### config.mk
export PLATFORM = sky130hd
export DESIGN_NAME = dqr_cell
export DESIGN_NICKNAME = d
export VERILOG_FILES = /design/src/hw/rtl/dqr_pkg.sv /design/src/hw/rtl/dqr_cell.sv
export SDC_FILE = /design/constraint.sdc
export NUM_CORES = 1
export LEC_CHECK = 0
export BUFFER_PORTS_ARGS = -buffer_cell sky130_fd_sc_hd__buf_4
export CORE_UTILIZATION = 35
export CTS_BUF_LIST = sky130_fd_sc_hd__clkbuf_8
export DETAILED_ROUTE_END_ITERATION = 10
export PLACE_DENSITY_LB_ADDON = 0.3
export SLEW_MARGIN = 20
export SYNTH_ARGS = -nofsm -noshare
export SYNTH_HDL_FRONTEND = slang
export SYNTH_SLANG_ARGS = --single-unit
export TNS_END_PERCENT = 10
### constraint.sdc
create_clock -name clk -period 1.5 [get_ports clk]
set_input_delay 0.15 -clock clk [delete_from_list [all_inputs] [get_ports clk]]
set_output_delay 0.15 -clock clk [all_outputs]
set_load 0.05 [all_outputs]
### src/hw/rtl/dqr_pkg.sv
// ----------------------------------------------------------------------------
// dqr_pkg - shared types and constants for the deque ring
// Request codes, field widths and the control structs that the controller
// drives into the row of storage cells.
// ----------------------------------------------------------------------------
package dqr_pkg;

  localparam int REQ_W     = 3;
  localparam int DATA_W    = 32;
  localparam int TOTAL_W   = 8;
  localparam int DEPTH_DEF = 128;

  typedef enum logic [REQ_W-1:0] {
    REQ_PUSH_BACK  = 3'd0,
    REQ_PUSH_FRONT = 3'd1,
    REQ_POP_FRONT  = 3'd2,
    REQ_POP_BACK   = 3'd3,
    REQ_PEEK_FRONT = 3'd4,
    REQ_PEEK_BACK  = 3'd5,
    REQ_CLEAR      = 3'd6
  } req_t;

  // ring movement: RIGHT moves cell i-1 into cell i, LEFT moves cell i+1 into cell i
  typedef enum logic [1:0] {
    SH_HOLD  = 2'd0,
    SH_RIGHT = 2'd1,
    SH_LEFT  = 2'd2
  } shift_t;

  typedef struct packed {
    shift_t             shift;
    logic               load_front;
    logic               load_back;
    logic [DATA_W-1:0]  load_data;
  } ring_ctl_t;

  typedef struct packed {
    shift_t shift;
    logic   load;
  } cell_ctl_t;

endpackage

### src/hw/rtl/dqr_cell.sv
// ----------------------------------------------------------------------------
// dqr_cell - one storage cell of the ring
// Holds one entry; each cycle it keeps it, takes a neighbor's word, or loads
// a new word from the controller.
// ----------------------------------------------------------------------------
module dqr_cell (
  input  logic                      clk,
  input  dqr_pkg::cell_ctl_t        ctl,
  input  logic [dqr_pkg::DATA_W-1:0] left_q,
  input  logic [dqr_pkg::DATA_W-1:0] right_q,
  input  logic [dqr_pkg::DATA_W-1:0] load_data,
  output logic [dqr_pkg::DATA_W-1:0] data_q
);
  import dqr_pkg::*;

  logic [DATA_W-1:0] data_r;
  logic [DATA_W-1:0] data_nxt;

  always_comb begin
    data_nxt = data_r;
    if (ctl.load) begin
      data_nxt = load_data;
    end else begin
      unique case (ctl.shift)
        SH_HOLD:  data_nxt = data_r;
        SH_RIGHT: data_nxt = left_q;
        SH_LEFT:  data_nxt = right_q;
        default:  data_nxt = data_r;
      endcase
    end
  end

  always_ff @(posedge clk) begin
    data_r <= data_nxt;
  end

  assign data_q = data_r;

endmodule

======== Word level (Yosys, flattened, before mapping) ========
Cells that the tools add are included.
cells by class
  equal/unequal tests ..................... 2
  muxes and demuxes ....................... 2
  reduce and logical (&&, ||, !) cells .... 1
operators by type and width
  kind                                                             number
  32-bit case mux with 2 select lines                              1
  32-bit 2-to-1 mux                                                1
  3-bit nonzero test                                               1
  2-bit by 1-bit == test with 1-bit output, second input constant  1
  2-bit == test, second input constant                             1
word-level totals
  flip-flop bits (word level) ............. 32
  output and inout bits ................... 32
  logic and storage cells ................. 6

======== Logic depth before layout (Yosys ltp) ========
  depth after elaboration ................. 3
  depth in mapped cells ................... 4
  gate-level depth less buffers ........... 2

======== Worst setup path before layout ========
OpenSTA, ideal clock, no wires.
  path kind ............................... input -> register
  start point ............................. input port ctl[1] (netlist bit)
  end point ............................... register data_r[0] (netlist: data_q[0]) (enable)
  library setup time ...................... 390 ps
  arrival ................................. 1199 ps
  required time ........................... 1110 ps
  setup slack ............................. -89 ps
  stages .................................. 2
  cells stage by stage .................... and2b_4 -> or3_1
on the way
  word-level cells in the longest chain between the ends .. 2
  elaborated cells on any way between the ends .. 3
ends and longest elaborated chain
  item                                                                              RTL line        source
  start, declared                                                                   dqr_cell.sv:8   input dqr_pkg::cell_ctl_t ctl,
  2-bit == test / 2-bit by 1-bit == test with 1-bit output (equally long branches)  dqr_cell.sv:24  unique case (ctl.shift)
  3-bit nonzero test (no source line) *                                             --
  end signal, assigned                                                              dqr_cell.sv:34  data_r <= data_nxt;
  end, declared                                                                     dqr_cell.sv:16  logic [DATA_W-1:0] data_r;
Mark *: on every way between the ends. The rest lies on a longest branch, timed or not.
A chain may end at the register's enable or synchronous reset.

======== Worst setup path in the final report ========
  start point ............................. input port ctl[2] (netlist bit)
  end point ............................... register data_r[14] (netlist: data_q[14]) (enable)
The elaborated chain is that of the path after synthesis.

==> out/results.tsv <==
metric	value	unit
syn2layout_area_growth	46.26	%
fmax	901.9	MHz
grt_antenna_before_repair	0	
grt_pass1_wl	9114	microns
antenna_left	0	
drtIter0Drc	70	
cts_tree	yes	
seqPwrFrac	0.393	
cts.sinks	32	
highest_layer	met4	
worstMarginPinSlew	341.6	ps
largest_register_ff_count	32	
cts-root-buf	clkbuf_8	
via_count	1922	
final_util	0.5365	
synthCells	182	
numCtsBuffers	5	
required	1520	ps
cts_hold_buf	0	
outcome	finished with violations	
crit_type	input port to register	
fp.dieH	84.05	microns
clk_pin_slew_worst_paths	60	ps
ys_ff_latch	32	
cts_buffer_depth	2	
dp_hpwl	4112	microns
p_int	1.914	mW
combPwrFrac	0.402	
sw_frac_of_total	0.3503	
tns	0	ps
syn_avg_cell_area	12.95	sq um
grt_max_degree	51	
first_pass_iters	7	
regArea	960.9	sq um
p_sw	1.032	mW
finalSetupViolCount	0	
rows	29	
core_area	6422	sq um
nets	408	
start_util	0.3668	
wl_met3	443	microns
vdd_drop_max	0.0002784	V
slew_headroom	0.7722	
arrival	1130	ps
dieArea	7064	sq um
layout_commonest_cell	buf_4	
yosysWarningCount	0	
syn-cell-area	2356	sq um
clockPowerShare	0.204	
grt_pass1_vias	1935	
dr_wl_met2	2898	microns
grt.overflow.total	0	
drv_slew	0	
port_buffers	131	
violations	DRC	
pwr_density_cell	854.9	nW/um^2
p_leak	1.511	nW
yosysSeqAreaShare	0.4079	
rsz0062_at_grt	false	
dieWidth	84.05	microns
cts_htree_levels	2	
finalCriticalPeriod	1109	ps
num-fill-cells	579	
routedWlPerCell	14.65	microns
via_per_inst	4.979	
wl	5653	microns
synth_fp_nets	282	
grt_util_all_layers	0.1653	
report.final.hold_viol_count	0	
worstSetupEndpointType	register	
post_cts_resize_count	0	
place_congestion	0.7606	
postCtsSetupBuffers	0	
period_share	0.7392	
final_cell_mix	135 x buf_4, 34 x inv_1, 32 x nand4bb_1, 32 x edfxtp_1, 30 x nand2_1	
hold_class	input port to register	
multi_input_area	1115	sq um
cp_max_fo	17	
drv_cap	0	
fin_hold_ws	173.8	ps
remaining_drc_errors	16	
wl_met1	2248	microns
drive_gt1_frac	0.5728	
pin_count	132	
synth_cell_type_count	17	
num_antenna_cells	0	
startpoint_type	input port	
==> synth_stat cells <==
cell type,instances,area share
dlygate4sd1_1,2,0.0074
and2b_4,1,0.0042
nand2_1,30,0.048
nand2_2,2,0.0053
o311ai_1,2,0.0074
inv_1,32,0.051
dlymetal6s2s_1,3,0.016
o311ai_2,20,0.14
buf_2,9,0.019
or3_1,1,0.0027
buf_6,3,0.014
o311ai_4,10,0.11
buf_12,1,0.0085
edfxtp_1,32,0.41
nor2b_1,1,0.0027
nand4bb_1,32,0.15
buf_4,1,0.0032
==> per-layer routing <==
metal,vias to the layer above,track usage
li1,946,-
met1,889,0.1886
met2,82,0.2951
met3,5,0.04649
met4,0,0.05643
met5,-,0
==> kinds of logic after synthesis <==
family,after synthesis,share of synthesized area
buf+inv,51,0.1195
simple gates,67,0.2156
flops,32,0.4079
compound gates,32,0.2570
==> worst max-delay path, stage by stage <==
cell and delay, ps:
buf_4 120, and2b_4 170, or3_2 460, buf_4 220
==> final timing paths <==
path | start | endpoint | slack [ps] | cells past startpoint
hold / removal | load_data[30] | data_q[30] | 170 | 3
setup / recovery | ctl[2] | data_q[14] | 390 | 4
==> through the flow <==
step	power, mW	instance area, sq um	std cells	worst slack, ps
finish	2.946	3446	386	391.2
global route	3.073	3446	386	380.9
CTS	2.978	3446	386	400.9
detailed placement	2.374	3366	378	105.2
global placement	2.365	3366	378	107.3
floorplan	1.937	2357	182	75.28
==> power groups by stage <==
stage          combinational, mW  clock, mW  sequential (mW)
2_1_floorplan              0.331          0             1.61
3_3_place_gp                1.19          0             1.18
3_5_place_dp                1.19          0             1.18
4_1_cts                     1.20      0.622             1.16
5_1_grt                     1.24      0.661             1.17
6_report                    1.18      0.602             1.16
==> area by class of cell <==
| type | count | area share |
|---|---|---|
| clock inverters | 3 | 0.003268 |
| repair buffers | 138 | 0.3115 |
| multi-input cells | 99 | 0.3235 |
| well taps | 77 | 0.02796 |
| flip-flops and latches | 32 | 0.2789 |
| clock buffers | 5 | 0.01997 |
| inverters | 32 | 0.03486 |
Note: power is estimated with default switching activity, not from simulation.
