### src/hw/rtl/dqr_pkg.sv
// ----------------------------------------------------------------------------
// dqr_pkg - shared types and constants for the deque ring
// Request codes, field widths and the control structs that the controller
// drives into the row of storage cells.
// ----------------------------------------------------------------------------
package dqr_pkg;

  localparam int REQ_W     = 3;
  localparam int DATA_W    = 32;
  localparam int TOTAL_W   = 8;
  localparam int DEPTH_DEF = 128;

  typedef enum logic [REQ_W-1:0] {
    REQ_PUSH_BACK  = 3'd0,
    REQ_PUSH_FRONT = 3'd1,
    REQ_POP_FRONT  = 3'd2,
    REQ_POP_BACK   = 3'd3,
    REQ_PEEK_FRONT = 3'd4,
    REQ_PEEK_BACK  = 3'd5,
    REQ_CLEAR      = 3'd6
  } req_t;

  // ring movement: RIGHT moves cell i-1 into cell i, LEFT moves cell i+1 into cell i
  typedef enum logic [1:0] {
    SH_HOLD  = 2'd0,
    SH_RIGHT = 2'd1,
    SH_LEFT  = 2'd2
  } shift_t;

  typedef struct packed {
    shift_t             shift;
    logic               load_front;
    logic               load_back;
    logic [DATA_W-1:0]  load_data;
  } ring_ctl_t;

  typedef struct packed {
    shift_t shift;
    logic   load;
  } cell_ctl_t;

endpackage

### src/hw/rtl/dqr_req_if.sv
// ----------------------------------------------------------------------------
// dqr_req_if - request channel of the deque ring
// valid/ready handshake carrying one request word.
// ----------------------------------------------------------------------------
interface dqr_req_if;
  import dqr_pkg::*;

  logic                     valid;
  logic                     ready;
  logic [REQ_W-1:0]         req_type;
  logic signed [DATA_W-1:0] push_value;

  modport source (output valid, output req_type, output push_value, input ready);
  modport sink   (input valid, input req_type, input push_value, output ready);
endinterface

### src/hw/rtl/dqr_rsp_if.sv
// ----------------------------------------------------------------------------
// dqr_rsp_if - result channel of the deque ring
// valid/ready handshake carrying one result word.
// ----------------------------------------------------------------------------
interface dqr_rsp_if;
  import dqr_pkg::*;

  logic                     valid;
  logic                     ready;
  logic                     status;
  logic signed [DATA_W-1:0] read_value;
  logic [TOTAL_W-1:0]       entry_total;

  modport source (output valid, output status, output read_value, output entry_total,
                  input ready);
  modport sink   (input valid, input status, input read_value, input entry_total,
                  output ready);
endinterface

### src/hw/rtl/dqr_ctrl.sv
// ----------------------------------------------------------------------------
// dqr_ctrl - request sequencer of the deque ring
// Tracks the entry count and which end the ring is aligned to, rotates the
// ring when a request targets the other end, and holds the result register.
// ----------------------------------------------------------------------------
module dqr_ctrl #(
  parameter int DEPTH = dqr_pkg::DEPTH_DEF
) (
  input  logic                       clk,
  input  logic                       rst_n,
  dqr_req_if.sink                    in_req,
  dqr_rsp_if.source                  out_rsp,
  input  logic [dqr_pkg::DATA_W-1:0] front_q,
  input  logic [dqr_pkg::DATA_W-1:0] back_q,
  output dqr_pkg::ring_ctl_t         ring_ctl
);
  import dqr_pkg::*;

  localparam int               CNT_W    = $clog2(DEPTH + 1);
  localparam logic [CNT_W-1:0] FULL_CNT = CNT_W'(DEPTH);
  localparam logic [CNT_W-1:0] ONE_CNT  = CNT_W'(1);

  typedef enum logic [2:0] {
    S_IDLE  = 3'b001,
    S_ALIGN = 3'b010,
    S_EXEC  = 3'b100
  } state_t;

  state_t                  state_r, state_nxt;
  logic [CNT_W-1:0]        count_r, count_nxt;
  logic                    back_mode_r, back_mode_nxt;
  logic [CNT_W-1:0]        steps_r, steps_nxt;
  logic                    dir_left_r, dir_left_nxt;
  logic [REQ_W-1:0]        req_r, req_nxt;
  logic [DATA_W-1:0]       val_r, val_nxt;
  logic                    out_valid_r, out_valid_nxt;
  logic                    out_status_r, out_status_nxt;
  logic [DATA_W-1:0]       out_value_r, out_value_nxt;

  logic                    accept;
  logic                    slot_free;
  logic [REQ_W-1:0]        cur_req;
  logic [DATA_W-1:0]       cur_val;
  logic                    is_push, is_take, back_side, code_ok;
  logic                    full, empty, err, need_align;
  logic [CNT_W-1:0]        gap;
  logic                    short_way;
  logic                    exec;
  shift_t                  shift_sel;
  logic                    ld_front, ld_back;
  logic [CNT_W+TOTAL_W-1:0] total_ext;

  assign in_req.ready = (state_r == S_IDLE);
  assign accept       = in_req.valid && in_req.ready;
  assign slot_free    = !out_valid_r || out_rsp.ready;

  assign cur_req = (state_r == S_IDLE) ? in_req.req_type : req_r;
  assign cur_val = (state_r == S_IDLE) ? in_req.push_value : val_r;

  assign is_push   = (cur_req == REQ_PUSH_BACK) || (cur_req == REQ_PUSH_FRONT);
  assign is_take   = (cur_req == REQ_POP_FRONT) || (cur_req == REQ_POP_BACK) ||
                     (cur_req == REQ_PEEK_FRONT) || (cur_req == REQ_PEEK_BACK);
  assign back_side = (cur_req == REQ_PUSH_BACK) || (cur_req == REQ_POP_BACK) ||
                     (cur_req == REQ_PEEK_BACK);
  assign code_ok   = is_push || is_take || (cur_req == REQ_CLEAR);

  assign full  = (count_r == FULL_CNT);
  assign empty = (count_r == '0);
  assign err   = !code_ok || (is_push && full) || (is_take && empty);

  // empty and full rings are aligned to both ends at once
  assign need_align = (is_push || is_take) && !err && (back_side != back_mode_r) &&
                      !empty && !full;

  // rotate the shorter way around: count steps one way, the gap the other
  assign gap       = FULL_CNT - count_r;
  assign short_way = (count_r <= gap);

  always_comb begin
    state_nxt     = state_r;
    count_nxt     = count_r;
    back_mode_nxt = back_mode_r;
    steps_nxt     = steps_r;
    dir_left_nxt  = dir_left_r;
    req_nxt       = req_r;
    val_nxt       = val_r;
    out_valid_nxt = out_valid_r && !out_rsp.ready;
    out_status_nxt = out_status_r;
    out_value_nxt = out_value_r;
    shift_sel     = SH_HOLD;
    ld_front      = 1'b0;
    ld_back       = 1'b0;
    exec          = 1'b0;

    unique case (state_r)
      S_IDLE: begin
        if (accept) begin
          req_nxt = in_req.req_type;
          val_nxt = in_req.push_value;
          if (need_align) begin
            state_nxt    = S_ALIGN;
            steps_nxt    = short_way ? count_r : gap;
            // front->back goes left on the short way, back->front goes right
            dir_left_nxt = (back_side == short_way);
          end else if (slot_free) begin
            exec = 1'b1;
          end else begin
            state_nxt = S_EXEC;
          end
        end
      end
      S_ALIGN: begin
        shift_sel = dir_left_r ? SH_LEFT : SH_RIGHT;
        steps_nxt = steps_r - ONE_CNT;
        if (steps_r == ONE_CNT) begin
          state_nxt     = S_EXEC;
          back_mode_nxt = !back_mode_r;
        end
      end
      S_EXEC: begin
        if (slot_free) begin
          exec      = 1'b1;
          state_nxt = S_IDLE;
        end
      end
      default: state_nxt = S_IDLE;
    endcase

    if (exec) begin
      out_valid_nxt  = 1'b1;
      out_status_nxt = err;
      out_value_nxt  = '0;
      if (!err) begin
        unique case (cur_req)
          REQ_PUSH_BACK: begin
            shift_sel     = SH_LEFT;
            ld_back       = 1'b1;
            count_nxt     = count_r + ONE_CNT;
            back_mode_nxt = 1'b1;
          end
          REQ_PUSH_FRONT: begin
            shift_sel     = SH_RIGHT;
            ld_front      = 1'b1;
            count_nxt     = count_r + ONE_CNT;
            back_mode_nxt = 1'b0;
          end
          REQ_POP_FRONT: begin
            out_value_nxt = front_q;
            shift_sel     = SH_LEFT;
            count_nxt     = count_r - ONE_CNT;
            back_mode_nxt = 1'b0;
          end
          REQ_POP_BACK: begin
            out_value_nxt = back_q;
            shift_sel     = SH_RIGHT;
            count_nxt     = count_r - ONE_CNT;
            back_mode_nxt = 1'b1;
          end
          REQ_PEEK_FRONT: begin
            out_value_nxt = front_q;
            back_mode_nxt = 1'b0;
          end
          REQ_PEEK_BACK: begin
            out_value_nxt = back_q;
            back_mode_nxt = 1'b1;
          end
          REQ_CLEAR: count_nxt = '0;
          default: ;
        endcase
      end
    end
  end

  assign ring_ctl = '{shift: shift_sel, load_front: ld_front, load_back: ld_back,
                      load_data: cur_val};

  always_ff @(posedge clk) begin
    if (!rst_n) begin
      state_r     <= S_IDLE;
      count_r     <= '0;
      back_mode_r <= 1'b0;
      out_valid_r <= 1'b0;
    end else begin
      state_r     <= state_nxt;
      count_r     <= count_nxt;
      back_mode_r <= back_mode_nxt;
      out_valid_r <= out_valid_nxt;
    end
  end

  always_ff @(posedge clk) begin
    steps_r      <= steps_nxt;
    dir_left_r   <= dir_left_nxt;
    req_r        <= req_nxt;
    val_r        <= val_nxt;
    out_status_r <= out_status_nxt;
    out_value_r  <= out_value_nxt;
  end

  // count only moves on an execute, which needs the result slot free, so the
  // live count is the total of the word currently held
  assign total_ext = {{TOTAL_W{1'b0}}, count_r};

  assign out_rsp.valid       = out_valid_r;
  assign out_rsp.status      = out_status_r;
  assign out_rsp.read_value  = out_value_r;
  assign out_rsp.entry_total = total_ext[TOTAL_W-1:0];

`ifndef SYNTH
  a_count_range: assert property (@(posedge clk) disable iff (!rst_n)
    count_r <= FULL_CNT)
    else $error("entry count above depth");

  a_align_steps: assert property (@(posedge clk) disable iff (!rst_n)
    (state_r == S_ALIGN) |-> (steps_r != '0))
    else $error("rotation with no steps left");

  a_one_load: assert property (@(posedge clk) disable iff (!rst_n)
    !(ld_front && ld_back))
    else $error("both ring ends loaded at once");

  a_count_hold: assert property (@(posedge clk) disable iff (!rst_n)
    !exec |=> (count_r == $past(count_r)))
    else $error("count moved without an executed request");

  a_align_no_push_full: assert property (@(posedge clk) disable iff (!rst_n)
    (state_r == S_ALIGN) |-> (!empty && !full))
    else $error("rotation on an empty or full ring");
`endif

endmodule

### src/flat_wrapper.sv
// flat-port wrapper written by rule: the top's interface ports become plain ports
module dqr_ctrl_flat import dqr_pkg::*;
#(
  parameter int DEPTH = dqr_pkg::DEPTH_DEF
)
  (clk, rst_n, front_q, back_q, ring_ctl, in_req_valid, in_req_req_type, in_req_push_value, in_req_ready, out_rsp_valid, out_rsp_status, out_rsp_read_value, out_rsp_entry_total, out_rsp_ready);
  dqr_req_if in_req_i ();
  dqr_rsp_if out_rsp_i ();
  input  logic clk;
  input  logic rst_n;
  input  logic [dqr_pkg::DATA_W-1:0] front_q;
  input  logic [dqr_pkg::DATA_W-1:0] back_q;
  output dqr_pkg::ring_ctl_t ring_ctl;
  input wire logic [$bits(in_req_i.valid)-1:0] in_req_valid;
  input wire logic [$bits(in_req_i.req_type)-1:0] in_req_req_type;
  input wire logic [$bits(in_req_i.push_value)-1:0] in_req_push_value;
  output wire logic [$bits(in_req_i.ready)-1:0] in_req_ready;
  output wire logic [$bits(out_rsp_i.valid)-1:0] out_rsp_valid;
  output wire logic [$bits(out_rsp_i.status)-1:0] out_rsp_status;
  output wire logic [$bits(out_rsp_i.read_value)-1:0] out_rsp_read_value;
  output wire logic [$bits(out_rsp_i.entry_total)-1:0] out_rsp_entry_total;
  input wire logic [$bits(out_rsp_i.ready)-1:0] out_rsp_ready;
  assign in_req_i.valid = in_req_valid;
  assign in_req_i.req_type = in_req_req_type;
  assign in_req_i.push_value = in_req_push_value;
  assign in_req_ready = in_req_i.ready;
  assign out_rsp_valid = out_rsp_i.valid;
  assign out_rsp_status = out_rsp_i.status;
  assign out_rsp_read_value = out_rsp_i.read_value;
  assign out_rsp_entry_total = out_rsp_i.entry_total;
  assign out_rsp_i.ready = out_rsp_ready;
  dqr_ctrl #(.DEPTH(DEPTH)) u_core (.clk(clk), .rst_n(rst_n), .in_req(in_req_i), .out_rsp(out_rsp_i), .front_q(front_q), .back_q(back_q), .ring_ctl(ring_ctl));
endmodule
### config.mk
export PLATFORM = sky130hd
export DESIGN_NAME = dqr_ctrl_flat
export DESIGN_NICKNAME = d
export VERILOG_FILES = /design/src/hw/rtl/dqr_pkg.sv /design/src/hw/rtl/dqr_req_if.sv /design/src/hw/rtl/dqr_rsp_if.sv /design/src/hw/rtl/dqr_ctrl.sv /design/src/flat_wrapper.sv
export SDC_FILE = /design/constraint.sdc
export NUM_CORES = 1
export LEC_CHECK = 0
export ABC_AREA = 1
export BUFFER_PORTS_ARGS = -buffer_cell sky130_fd_sc_hd__clkbuf_2
export CORE_ASPECT_RATIO = 0.9
export CORE_MARGIN = 3
export CORE_UTILIZATION = 51
export CTS_CLUSTER_SIZE = 30
export DETAILED_ROUTE_END_ITERATION = 10
export PLACE_DENSITY_LB_ADDON = 0.3
export SLEW_MARGIN = 40
export SYNTH_ARGS = -nofsm -noshare
export SYNTH_HDL_FRONTEND = slang
export SYNTH_SLANG_ARGS = --single-unit
### constraint.sdc
create_clock -name clk -period 4.9 [get_ports clk]
set_input_delay 0.98 -clock clk [delete_from_list [all_inputs] [get_ports clk]]
set_output_delay 0.98 -clock clk [all_outputs]
set_load 0.01 [all_outputs]
# ---- Yosys cells after proc, flatten, opt, wreduce, memory -nomap -nowiden
# Cells that the tools add are included.
dict set report word_totals {
  reg_bits 90
  input_bits 103
  elab_cells 112
}
dict set report op_classes {
  addsub 4
  n_lt_le_gt_ge 1
  n_eq_ne 18
  mux 35
  bitwise 1
  reduce_logical 43
}
# op count
set op_table {}
lappend op_table {{$pmux W32 S2} 1}
lappend op_table {{$mux W32} 1}
lappend op_table {{$mux W8} 3}
lappend op_table {{$pmux W8 S3} 1}
lappend op_table {{$mux W3} 6}
lappend op_table {{$pmux W8 S2} 1}
lappend op_table {{$sub A8 B1 Y8 const B} 2}
lappend op_table {{$mux W1} 14}
lappend op_table {{$eq A3 B3 Y1 const B} 4}
lappend op_table {{$reduce_or A2 Y1} 6}
lappend op_table {{$logic_or A1 B1 Y1} 11}
lappend op_table {{$eq A3 B2 Y1 const B} 3}
lappend op_table {{$pmux W3 S3} 1}
lappend op_table {{$reduce_and A3 Y1} 3}
lappend op_table {{$add A8 B1 Y8 const B} 1}
lappend op_table {{$eq A8 B1 Y1 const B} 1}
lappend op_table {{$eq A8 B8 Y1 const B} 1}
lappend op_table {{$le A8 B8 Y1} 1}
lappend op_table {{$logic_and A1 B1 Y1} 8}
lappend op_table {{$logic_not A8 Y1} 1}
lappend op_table {{$mux W2} 4}
lappend op_table {{$sub A8 B8 Y8 const A} 1}
lappend op_table {{$logic_not A1 Y1} 7}
lappend op_table {{$eq A3 B1 Y1 const B} 2}
lappend op_table {{other kinds (14)} 18}

# ---- Longest topological paths before layout
dict set report depth {
  ltp_word 20
  mapped_depth 19
  depth_no_buf 19
}

# ---- Worst setup path after synthesis
# OpenSTA, ideal clock, no wires.
dict set report synth_path {
  path_type {input-to-output}
  from {in in_req_valid}
  to {out ring_ctl[33] (netlist bit)}
  arrival_ns 3.567
  required_time_ns 3.920
  path_slack_ns 0.353
  path_stages 8
  path_buffers 2
  path_cell_list {inv_1 -> nor2_1 -> nand3_2 -> nand2_2 -> buf_6 -> nand4_1 -> nor2_1 -> buf_4}
}
dict set report synth_between {
  elab_chain_cells 4
}
# item line_no
set synth_lines {}
lappend synth_lines {{start, declared} flat_wrapper.sv:14} ;# input wire logic [$bits(in_req_i.valid)-1:0] in_req_valid;
lappend synth_lines {{$logic_and A1 B1 Y1} dqr_ctrl.sv:54} ;# assign accept = in_req.valid && in_req.ready;
lappend synth_lines {{$mux W1} dqr_ctrl.sv:97} ;# if (accept) begin
lappend synth_lines {{$pmux W1 S2} dqr_ctrl.sv:95} ;# unique case (state_r)
lappend synth_lines {{net u_core.exec} dqr_ctrl.sv:48} ;# logic exec;
lappend synth_lines {{$mux W1} dqr_ctrl.sv:129} ;# if (exec) begin
lappend synth_lines {{end, declared} flat_wrapper.sv:13} ;# output dqr_pkg::ring_ctl_t ring_ctl;
# The timed path passes the listed nets, and every way through them passes these cells.

==> key figures <==
Outcome
  • Status: finished clean

Detailed routing
  • Vias per cell: 5.11
  • Pre-Repair DR Iteration Count: 5
  • DRC Markers: 0
  • Total wire length: 12900 um
  • Routed vias: 4913
  • DRT antenna net count: 0
  • DR WL/cell: 13.4 um
  • First DRT Iteration DRCs: 257

Logic synthesis
  • Syn avg cell area: 8.05 sq um
  • Post-synth top flop: edfxtp_1
  • Seq cells post-synth: 90
  • Cell variety after synth: 38
  • Synth area leaders: edfxtp_1, nand2_1, nand3_1, inv_1, dfxtp_1
  • Sequential-to-total area share from yosys stat: 48.1%
  • Cell with the most instances after synthesis: nand2_1
  • Synth area leader: edfxtp_1
  • Post-synth ARST share: 0%
  • Synth top cells by count: nand2_1, nand3_1, edfxtp_1
  • Warnings from Yosys: 0
  • Netlist Area Pre-Place: 5350 sq um
  • Mapped Cells: 665
  • Post-synth EDFFs: 77
  • Post-Syn Nets: 782
  • Yosys top cell area share: 43.2%

CTS
  • Root cell of the clock tree: clkbuf_16
  • H-tree levels: 3
  • CTS Sinks: 90
  • Post-cts sizing count: 0
  • # hold bufs at CTS: 0
  • Worst-path clk slew: 0.07 ns
  • CTS max path bufs: 2
  • Post-CTS repair timing setup buffer count: 0
  • CTS tree: done
  • Worst-Skew Late Latency: 0.34 ns
  • Total CTS buffers: 9

Die
  • Die Width: 114 um
  • Core Region: 9950 sq um
  • DIE HEIGHT: 103 um
  • I/O pins: 182
  • Initial core utilization: 53.8%
  • Die ar.: 11800 sq um
  • FP Rows: 34

Timing
  • Slew Viols, Final: 0
  • Final setup viols: 0
  • Min Tclk post-route: 4.36 ns
  • Maximum clock frequency: 229 MHz
  • Unrepaired setup endpoints after global routing: false
  • TNS Setup: 0 ns
  • Worst slew pin tran: 0.636 ns
  • Hold Vio Cnt, Final: 0
  • Period utilization: 88.9%
  • Slew margin rel.: 57.5%
  • Setup Skew: 0.00604 ns

Critical path
  • Reg2reg end: u_core.out_rsp.entry_total[0]$_SDFFE_PN0P_
  • Worst Setup End Kind: output pin
  • CP Launch Type: flip-flop
  • WP data required: 3.92 ns
  • CP arrival: 3.38 ns
  • Crit path kind: flip-flop to output pin
  • CP Cell Sequence: inv_2, nand3_4, nand2_1, nand2_1, buf_4, nand3_1, nand3_2, nand2_1, nand3_2, nand3_2, nand2_2, nand4_1, nor2_1, clkbuf_2
  • Launch point of the worst reg-to-reg path: u_core.state_r[1]$_SDFFE_PN0P_
  • Worst setup path end: ring_ctl[33]
  • Critical Path Fanout Max: 42
  • Worst reg-to-reg path cell count: 15
  • Crit path from: u_core.state_r[1]$_SDFFE_PN0P_
  • Worst path max stage delay: 0.49 ns
  • Slowest cell on the critical path: nand2_2
  • Worst reg2reg setup slack: 1.60 ns

GRT
  • Number of global-route vias before repair: 4393
  • Pin count of the biggest net entering global routing: 65
  • Global-route usage over all layers: 21.4%
  • First-pass GRT wire length: 20200 um
  • GR Overflow Total: 0
  • Initial antenna violation count: 0

Final layout
  • Layout area overhead: 22.8%
  • Ant. Diodes: 0
  • Final design area excluding fillers: 6570 sq um
  • Number of fillers in the final layout: 826
  • Layout cells sized above 1: 29.1%
  • Final #Nets: 948

Power
  • Power per cell area: 681 nW/um^2
  • Worst vdd ir: 0.296 mV
  • Leakage power: 3.49 nW

Placement
  • RePlAce Congestion: 0.928
  • Port bufs: 181
  • DPL Wire Length: 9710 um
  • Placed Area: 6290 sq um

Flow run
  • Maxcap violations: 0

Hold path
  • Min-Delay Path Class: flip-flop to flip-flop
[worst max-delay path, delay by kind of cell (launching register included)]
family / cells / cell delay (ns)
flip-flops: 1 / 0.41
buffers and inverters: 3 / 0.60
AND/OR/NAND/NOR: 11 / 2.01
[power by group]
| group | switching, mW | internal, mW | leakage, nW |
|---|---|---|---|
| registers | 0.113 | 1.24 | 0.844 |
| clock network | 0.308 | 0.353 | 0.137 |
| logic | 1.66 | 0.806 | 2.51 |
[worst min-delay path by stage]
stage          depth (start not counted)  slack [ns]                                    endpoint                                  startpoint
2_1_floorplan                          2        0.56  u_core.out_rsp.entry_total[1]$_SDFFE_PN0P_  u_core.out_rsp.entry_total[1]$_SDFFE_PN0P_
3_3_place_gp                           2        0.54  u_core.out_rsp.entry_total[1]$_SDFFE_PN0P_  u_core.out_rsp.entry_total[1]$_SDFFE_PN0P_
3_5_place_dp                           2        0.56  u_core.out_rsp.entry_total[1]$_SDFFE_PN0P_  u_core.out_rsp.entry_total[1]$_SDFFE_PN0P_
4_1_cts                                2        0.57  u_core.out_rsp.entry_total[1]$_SDFFE_PN0P_  u_core.out_rsp.entry_total[1]$_SDFFE_PN0P_
5_1_grt                                2        0.60  u_core.out_rsp.entry_total[1]$_SDFFE_PN0P_  u_core.out_rsp.entry_total[1]$_SDFFE_PN0P_
6_report                               2        0.57  u_core.out_rsp.entry_total[1]$_SDFFE_PN0P_  u_core.out_rsp.entry_total[1]$_SDFFE_PN0P_
[placed cells by master, fill, tap and decap left out, types with 2 or more instances in the layout]
cell type  count
xor2_1         4
clkbuf_2     181
o21ai_0       13
nand2_4        4
buf_4          6
a21oi_1       24
o31ai_1        2
inv_6          4
a21oi_2        3
inv_2          6
nand3b_1       3
nand3_2        6
o21ai_1        2
o211ai_1       4
or2_2          6
nand2_2        9
nand2_1      224
xnor2_1        3
nand3_1       95
inv_1         71
nand4_1        5
clkbuf_16      9
dfxtp_1       13
nor2_4         2
nor2_1        30
ha_1          13
edfxtp_1      77
nor3_1         5
[per-stage QoR]
step	power, mW	hold WS (ns)	cells	utilization (%)	setup slack, ns
floorplan	3.18	0.559	665	-	0.353
finish	4.48	0.568	962	66.0	0.542
CTS	4.51	0.568	962	66.0	0.498
detailed placement	3.84	0.557	946	63.2	0.709
global placement	3.76	0.542	946	63.2	0.833
global route	4.86	0.601	962	66.0	0.212
[metal layers]
| layer | wire length, um | global-route usage [%] | up-vias |
|---|---|---|---|
| met5 | 0 | 0 | - |
| met4 | 229 | 6.39 | 0 |
| met3 | 678 | 4.60 | 18 |
| met2 | 6590 | 38.6 | 141 |
| met1 | 5410 | 26.1 | 2242 |
| li1 | - | - | 2512 |
[flip-flops by register name, indices dropped and copies added, names as in the netlist]
register,flops
u_core.steps_r,8
u_core.val_r,32
u_core.req_r,3
u_core.state_r,3
u_core.out_rsp.valid,1
u_core.dir_left_r,1
u_core.out_rsp.status,1
u_core.out_rsp.read_value,32
u_core.out_rsp.entry_total,8
u_core.back_mode_r,1
[area by class of cell]
class	instances	area (sq um)	share of cell area, %
tap	126	158	2.40
multi-input combinational	465	2320	35.2
inverter	78	294	4.47
clock buffer	9	225	3.43
sequential	90	2570	39.1
clock inverter	7	57.6	0.876
timing repair buffer	187	951	14.5
[logic make-up after synthesis]
kind of cell,Yosys count,share of synthesized area [%]
AO/OA/AOI/OAI,53,5.96
AND/OR/NAND/NOR,391,32.6
flip-flops,90,48.1
buffers and inverters,110,8.79
XOR/XNOR,7,1.15
adder cells (fa/ha/maj),14,3.41
No activity file was read; power rests on OpenSTA's default activity.
